===== config.mk =====
export PLATFORM = sky130hd
export DESIGN_NAME = serial_response_deframer_core
export DESIGN_NICKNAME = d
export VERILOG_FILES = /design/src/hw/rtl/srd_pkg.sv /design/src/hw/rtl/serial_response_deframer_core.sv
export SDC_FILE = /design/constraint.sdc
export NUM_CORES = 1
export LEC_CHECK = 0
export BUFFER_PORTS_ARGS = -buffer_cell sky130_fd_sc_hd__clkbuf_2
export CAP_MARGIN = 10
export CORE_UTILIZATION = 60
export DETAILED_ROUTE_END_ITERATION = 16
export HOLD_SLACK_MARGIN = 0.06
export PLACE_DENSITY = 0.84
export REMOVE_ABC_BUFFERS = 1
export SLEW_MARGIN = 20
export SYNTH_ARGS = -nofsm -noshare
export SYNTH_HDL_FRONTEND = slang
export SYNTH_SLANG_ARGS = --single-unit

===== constraint.sdc =====
create_clock -name aclk -period 6.34 [get_ports aclk]
set_input_delay 1.268 -clock aclk [delete_from_list [all_inputs] [get_ports aclk]]
set_output_delay 1.268 -clock aclk [all_outputs]
set_load 0.01 [all_outputs]

===== src/hw/rtl/srd_pkg.sv =====
package srd_pkg;

    typedef enum logic [1:0] {
        CMD_ARM     = 2'd0,
        CMD_BYTE    = 2'd1,
        CMD_TIMEOUT = 2'd2
    } srd_cmd_t;

    typedef enum logic [2:0] {
        ST_OK          = 3'd0,
        ST_CHECKSUM    = 3'd1,
        ST_PARITY      = 3'd2,
        ST_BAD_PARAM   = 3'd3,
        ST_NO_ANSWER   = 3'd4,
        ST_OVERFLOW    = 3'd5
    } srd_status_t;

    localparam logic [7:0] CH_STX = 8'h02;
    localparam logic [7:0] CH_ETX = 8'h03;
    localparam logic [7:0] CH_EOT = 8'h04;
    localparam logic [7:0] CH_EXT = 8'h21;
    localparam logic [7:0] CH_PAR = 8'h3F;

    localparam int S_TDATA_W = 32;
    localparam int S_TUSER_W = 3;
    localparam int M_TDATA_W = 16;

endpackage


===== src/hw/rtl/serial_response_deframer_core.sv =====
// Receive-side deframer for a two-wire parameter read. An arm word
// (tuser cmd 0) loads the expected parameter code; byte words (cmd 1)
// are then framed: hunt for STX, check the header, pass value characters
// out one per result word, and close with a status word (tlast high)
// after the XOR check byte, on an error code, on overflow, or on a
// timeout word (cmd 2). The core takes one word per clock with no
// stalls of its own; a result appears on the master side the cycle
// after the word that caused it, and the slave side is held only while
// a result waits in the output register. The standard-mode code
// characters come out of a two-step constant-divide pipeline behind the
// arm register, done before the earliest header byte that needs them.
module serial_response_deframer_core
    import srd_pkg::*;
#(
    parameter int MAX_DATA = 128
) (
    input  logic                 aclk,
    input  logic                 aresetn,
    input  logic                 s_tvalid,
    output logic                 s_tready,
    // [15:0] param_code, [23:16] sub_code, [31:24] rx_byte
    input  logic [S_TDATA_W-1:0] s_tdata,
    // [1:0] cmd, [2] extended
    input  logic [S_TUSER_W-1:0] s_tuser,
    output logic                 m_tvalid,
    input  logic                 m_tready,
    // [7:0] data_char, [10:8] status, [15:11] zero
    output logic [M_TDATA_W-1:0] m_tdata,
    output logic                 m_tlast
);

    function automatic logic [7:0] hex_char(input logic [3:0] v);
        hex_char = (v < 4'd10) ? (8'd48 + 8'(v)) : (8'd55 + 8'(v));
    endfunction

    // input fields
    srd_cmd_t    in_cmd;
    logic        in_ext;
    logic [15:0] in_code;
    logic [7:0]  in_sub;
    logic [7:0]  in_byte;
    logic        s_accept;

    assign in_cmd   = srd_cmd_t'(s_tuser[1:0]);
    assign in_ext   = s_tuser[2];
    assign in_code  = s_tdata[15:0];
    assign in_sub   = s_tdata[23:16];
    assign in_byte  = s_tdata[31:24];

    // frame state
    logic        busy_reg, busy_next;
    logic        synced_reg, synced_next;
    logic        ext_mode_reg, ext_mode_next;
    logic [7:0]  pos_reg, pos_next;
    logic        await_reg, await_next;
    logic [7:0]  xor_reg, xor_next;
    logic [47:0] exp_ext_reg, exp_ext_next;

    // standard code pipeline
    logic [15:0] code_reg;
    logic [6:0]  dv_reg;
    logic [12:0] q10_reg;
    logic [7:0]  c1_reg, c2_reg;
    logic [32:0] dv_prod;
    logic [31:0] q10_prod;
    logic [15:0] r10_full;
    logic [15:0] c1_full, c2_full;

    // output register
    logic        m_valid_reg, m_valid_next;
    logic [7:0]  m_char_reg, m_char_next;
    logic [2:0]  m_status_reg, m_status_next;
    logic        m_last_reg, m_last_next;

    assign s_tready = !m_valid_reg || m_tready;
    assign s_accept = s_tvalid && s_tready;

    assign m_tvalid = m_valid_reg;
    assign m_tdata  = {5'd0, m_status_reg, m_char_reg};
    assign m_tlast  = m_last_reg;

    // code / 790 and code / 10 by reciprocal multiply
    assign dv_prod  = 33'(code_reg) * 33'd84948;
    assign q10_prod = 32'(code_reg) * 32'd52429;
    assign r10_full = code_reg - 16'(q10_reg) * 16'd10;
    assign c1_full  = 16'(q10_reg) - 16'(dv_reg) * 16'd79 + 16'd48;
    assign c2_full  = r10_full + 16'(dv_reg) * 16'd10 + 16'd48;

    always_ff @(posedge aclk) begin
        if (s_accept && in_cmd == CMD_ARM) begin
            code_reg <= in_code;
        end
        dv_reg  <= dv_prod[32:26];
        q10_reg <= q10_prod[31:19];
        c1_reg  <= c1_full[7:0];
        c2_reg  <= c2_full[7:0];
    end

    logic [7:0] hdr_len;
    logic [7:0] rel_pos;
    logic [2:0] ext_idx;
    logic [7:0] ext_char;

    assign hdr_len = ext_mode_reg ? 8'd8 : 8'd3;
    assign rel_pos = pos_reg - hdr_len;
    assign ext_idx = pos_reg[2:0] - 3'd2;

    always_comb begin
        case (ext_idx)
            3'd0:    ext_char = exp_ext_reg[7:0];
            3'd1:    ext_char = exp_ext_reg[15:8];
            3'd2:    ext_char = exp_ext_reg[23:16];
            3'd3:    ext_char = exp_ext_reg[31:24];
            3'd4:    ext_char = exp_ext_reg[39:32];
            3'd5:    ext_char = exp_ext_reg[47:40];
            default: ext_char = 8'd0;
        endcase
    end

    logic        do_finish;
    srd_status_t fin_status;
    logic        do_emit;
    logic        hdr_bad;

    always_comb begin
        busy_next     = busy_reg;
        synced_next   = synced_reg;
        ext_mode_next = ext_mode_reg;
        pos_next      = pos_reg;
        await_next    = await_reg;
        xor_next      = xor_reg;
        exp_ext_next  = exp_ext_reg;
        do_finish     = 1'b0;
        fin_status    = ST_OK;
        do_emit       = 1'b0;
        hdr_bad       = 1'b0;

        if (s_accept) begin
            case (in_cmd)
                CMD_ARM: begin
                    ext_mode_next = in_ext;
                    if (in_ext) begin
                        exp_ext_next = {hex_char(in_sub[3:0]), hex_char(in_sub[7:4]),
                                        hex_char(in_code[3:0]), hex_char(in_code[7:4]),
                                        hex_char(in_code[11:8]), hex_char(in_code[15:12])};
                    end
                    busy_next   = 1'b1;
                    synced_next = 1'b0;
                    pos_next    = 8'd0;
                    xor_next    = 8'd0;
                    await_next  = 1'b0;
                end
                CMD_TIMEOUT: begin
                    if (busy_reg) begin
                        do_finish  = 1'b1;
                        fin_status = ST_NO_ANSWER;
                    end
                end
                CMD_BYTE: begin
                    if (busy_reg) begin
                        if (!synced_reg) begin
                            if (in_byte == CH_STX) begin
                                synced_next = 1'b1;
                                pos_next    = 8'd1;
                                xor_next    = 8'd0;
                                await_next  = 1'b0;
                            end
                        end else if (await_reg) begin
                            do_finish  = 1'b1;
                            fin_status = (in_byte == xor_reg) ? ST_OK : ST_CHECKSUM;
                        end else if (pos_reg < hdr_len) begin
                            if (ext_mode_reg) begin
                                hdr_bad = (pos_reg == 8'd1) ? (in_byte != CH_EXT)
                                                            : (in_byte != ext_char);
                            end else begin
                                hdr_bad = (pos_reg == 8'd2)
                                    && (xor_reg != c1_reg || in_byte != c2_reg);
                            end
                            if (hdr_bad) begin
                                synced_next = 1'b0;
                                pos_next    = 8'd0;
                                xor_next    = 8'd0;
                                await_next  = 1'b0;
                            end else begin
                                xor_next = xor_reg ^ in_byte;
                                pos_next = pos_reg + 8'd1;
                            end
                        end else if (pos_reg == hdr_len && in_byte == CH_PAR) begin
                            do_finish  = 1'b1;
                            fin_status = ST_PARITY;
                        end else if (pos_reg == hdr_len && in_byte == CH_EOT) begin
                            do_finish  = 1'b1;
                            fin_status = ST_BAD_PARAM;
                        end else if (pos_reg != hdr_len && in_byte == CH_ETX) begin
                            xor_next   = xor_reg ^ in_byte;
                            await_next = 1'b1;
                        end else if (rel_pos >= 8'(MAX_DATA)) begin
                            do_finish  = 1'b1;
                            fin_status = ST_OVERFLOW;
                        end else begin
                            xor_next = xor_reg ^ in_byte;
                            pos_next = pos_reg + 8'd1;
                            do_emit  = 1'b1;
                        end
                    end
                end
                default: ;
            endcase
        end

        if (do_finish) begin
            busy_next   = 1'b0;
            synced_next = 1'b0;
            await_next  = 1'b0;
        end

        m_valid_next  = m_valid_reg && !m_tready;
        m_char_next   = m_char_reg;
        m_status_next = m_status_reg;
        m_last_next   = m_last_reg;
        if (do_finish) begin
            m_valid_next  = 1'b1;
            m_char_next   = 8'd0;
            m_status_next = fin_status;
            m_last_next   = 1'b1;
        end else if (do_emit) begin
            m_valid_next  = 1'b1;
            m_char_next   = in_byte;
            m_status_next = ST_OK;
            m_last_next   = 1'b0;
        end
    end

    always_ff @(posedge aclk) begin
        if (!aresetn) begin
            busy_reg     <= 1'b0;
            synced_reg   <= 1'b0;
            ext_mode_reg <= 1'b0;
            pos_reg      <= 8'd0;
            await_reg    <= 1'b0;
            xor_reg      <= 8'd0;
            exp_ext_reg  <= 48'd0;
            m_valid_reg  <= 1'b0;
        end else begin
            busy_reg     <= busy_next;
            synced_reg   <= synced_next;
            ext_mode_reg <= ext_mode_next;
            pos_reg      <= pos_next;
            await_reg    <= await_next;
            xor_reg      <= xor_next;
            exp_ext_reg  <= exp_ext_next;
            m_valid_reg  <= m_valid_next;
        end
        m_char_reg   <= m_char_next;
        m_status_reg <= m_status_next;
        m_last_reg   <= m_last_next;
    end

endmodule


==> results.md <==
- Insertion delay to the later sink of the worst-skew pair: 440 ps
- Total of hold buffers inserted after clock tree synthesis: 0
- Layout area overhead: 8.62%
- CTS Buffer Depth: 2
- Startpoint-to-endpoint class of the critical path: flop to flop
- Total die area: approximately 26,000 sq um
- Fillers: 1,898
- Detailed-placement wirelength estimate: 30.6 mm
- Slack of the critical path: roughly 330 ps
- Die Height: 161 um
- Layout net count: ~2,100
- Routed length per placed instance: approximately 18 um
- Post-synthesis compound-gate area fraction: between 9 and 10%
- Setup repair after global routing missed its margin: no
- Largest clock skew in the final design: 13.4 ps
- Dpl cells: 1,953
- Vias after detailed routing: 11,243
- Antenna violations before repair: 2
- Area share of fa/ha/maj cells after synthesis: a little under half
- Number of rows in the core area: 57
- Clk Tree Root Cell: clkbuf_16
- Maxcap violations: 0
- Number of enable-type register cells in the synthesized netlist: 19
- Setup crit start kind: flop
- All-Layer GR Usage: roughly 30%
- Worst min-delay path category: flop to flop
- Final setup violation count: 0
- Violation count after the first detailed-route iteration: slightly above 700
- Synth cell types: between 70 and 80
- Result of the run: complete, no violations
- Average instance area after synthesis: roughly 9.5 sq um
- Arrival time at the worst endpoint: 6330 ps
- Max FFs per register: 42
- Gr ovfl total: 0
- Total leakage power: around 0.0085 uW
- Crit. End Element: flop
- Commonest register cell after synthesis: dfxtp_1
- Synth warnings: 0
- Worst-path clk slew: 60 ps
- Most common cell in the netlist: inv_1
- TritonCTS sink count: 122
- Initial core utilization: 61.6%
- Worst setup slack after placement: between 150 and 200 ps
- Core area: approximately 25,000 sq um
- IR drop worst, VDD: between 500 and 600 uV
- Sequential cell area fraction in the yosys report: approximately 17%
- Power, Total: approximately 9200 uW
- Number of detailed-routing iterations run before antenna repair: 5
- First-pass GRT wire length: 59.5 mm
- Max FO, Critical Path: 5
- Share of synthesized cell area in and, or, nand and nor gates: 8.71%
- Slew @ Worst Pin: 915 ps
- Register bit total from synthesis: 122
- Count of input and output buffers: 52
- Via count normalized by instance count: between 5 and 6
- Die Wd: 161 um
- Headroom to the max-slew limit: 38.9%
- DRC violations left: 0
- Final weighted congestion in routability-driven placement: 1.02
- Fin crit share: ~95%
- Post-layout minimum cycle time: between 6000 and 7000 ps
- Vias in the first global route: 11,664
- Crit path required time: 6660 ps
- Depth of the CTS H-tree: 4
- Pin count of the biggest net entering global routing: 74
- Final-report max-slew violation count: 0
- Residual antenna-violating net count after detailed routing: 0
- TritonCTS clock tree: yes
- Proportion of netlist area held by the largest area contributor: 22.9%
- Dominant cell type by area after synthesis: ha_1
- Synthesized area: about 15,000 sq um
- Post-Route Setup TNS: 0 ps
- Synth Area in XOR/XNOR: 6.43%
- Max Clk Rate: roughly 170 MHz
- I/O pin total: 58
- Dominant cells by area after synthesis: ha_1 23%, fa_1 23%, dfxtp_1 14%
- Async set or reset register ratio after synthesis: 0%
- Multiplexer area fraction after synthesis: ~1.1%
- Synth top cells by count: 375 x inv_1, 277 x ha_1, 173 x fa_1
- Final hold violations: 0
- CTS Buf Count: 17
- Wirelength, routed: 36.5 mm
- Final std cells w/o fill: 1,988
- Final-layout worst hold slack: between 400 and 500 ps
- Gate Count Post-Synth: 1,585
- Power per unit of standard cell area: 562 nW/um^2
- Share of post-route cells with drive strength above 1: 8.00%
- Combinational family with the most area after synthesis: adder cells
## layout make-up
| type | instances | area, sq um | share of cell area, % |
|---|---|---|---|
| repair buffers | 85 | 508 | 3.09 |
| well taps | 324 | 405 | 2.47 |
| inverters | 375 | 1410 | 8.57 |
| multi-input cells | 1049 | 10900 | 66.3 |
| clock buffers | 17 | 425 | 2.59 |
| clock inverters | 15 | 154 | 0.937 |
| flip-flops and latches | 122 | 2630 | 16.0 |
| diodes | 1 | 2.50 | 0.0152 |
## worst max-delay path: stages (launching register included)
cell,delay (ps)
edfxtp_1,430
ha_1,530
inv_1,150
fa_1,460
fa_1,500
inv_1,70
fa_1,460
fa_1,540
inv_1,50
fa_1,500
inv_1,40
ha_1,190
a211oi_1,230
nor2_1,70
a2111oi_0,400
a32oi_1,150
buf_4,180
a21oi_1,260
o21ai_0,130
buf_4,150
o31ai_1,290
xnor2_1,110
## stage by stage
| stage | area, sq um | utilization [%] |
|---|---|---|
| 5_1_grt | 16400 | 66.9 |
| 4_1_cts | 16400 | 66.8 |
| 6_report | 16400 | 66.9 |
| 3_3_place_gp | 15800 | 64.4 |
| 2_1_floorplan | 14900 | - |
| 3_5_place_dp | 15800 | 64.4 |
## power breakdown
part           switching (uW)  leakage, uW  internal (uW)
Sequential                116      0.00101           1030
Combinational            3810      0.00724           3310
Clock                     410     0.000283            553
Total                    4330      0.00854           4890
## layer usage
layer	routed length, um	global-route usage (%)
met1	15600	40.0
met2	17000	48.0
met3	2930	7.28
met4	912	9.09
met5	44	1.33
## path summary, 6_finish.rpt
check | startpoint | to | slack (ps) | cells past startpoint
max | code_reg[10]$_DFFE_PP_ | dv_reg[6]$_DFF_P_ | 330 | 21
min | exp_ext_reg[35]$_SDFFE_PN0P_ | exp_ext_reg[35]$_SDFFE_PN0P_ | 470 | 2
max reg2reg | code_reg[10]$_DFFE_PP_ | dv_reg[6]$_DFF_P_ | 330 | 21
min reg2reg | exp_ext_reg[35]$_SDFFE_PN0P_ | exp_ext_reg[35]$_SDFFE_PN0P_ | 470 | 2
## cell families after synthesis
kind of cell / after synthesis
muxes: 15
buffers and inverters: 418
adders and majority gates: 450
other: 1
AOI/OAI and AO/OA: 209
and+or+nand+nor: 259
DFF: 122
xor gates and xnor gates: 111
## cells in the final DEF (no fill, tap or decap), types with 8 or more instances in the layout
cell type / netlist / final
and2_1: 8 / 8
dfxtp_1: 103 / 103
nor2_1: 63 / 63
fa_1: 173 / 173
o211a_1: 14 / 14
buf_4: 5 / 33
nor3b_1: 8 / 8
xor2_1: 50 / 49
nand4_1: 12 / 12
edfxtp_1: 19 / 19
a41oi_1: 10 / 10
o21a_1: 8 / 8
xnor2_1: 61 / 61
nand3_1: 20 / 20
o21ai_0: 31 / 31
ha_1: 277 / 276
clkbuf_16: 0 / 17
inv_1: 375 / 375
nand2_1: 66 / 66
a21o_1: 12 / 12
nor3_1: 21 / 21
a21boi_0: 8 / 8
nor2b_1: 15 / 15
and3_1: 10 / 10
a21oi_1: 50 / 50
clkbuf_2: 0 / 52
a211oi_1: 10 / 10
mux2i_1: 9 / 9
o22ai_1: 13 / 13
nor4_1: 9 / 9
## timing repair
action | CTS | global route
setup endpoints to repair | 0 | 2
endpoints found under the hold margin | 0 | 0
setup buffers | 0 | 2
gates resized for setup | 0 | 3
No activity file was read; power rests on OpenSTA's default activity.
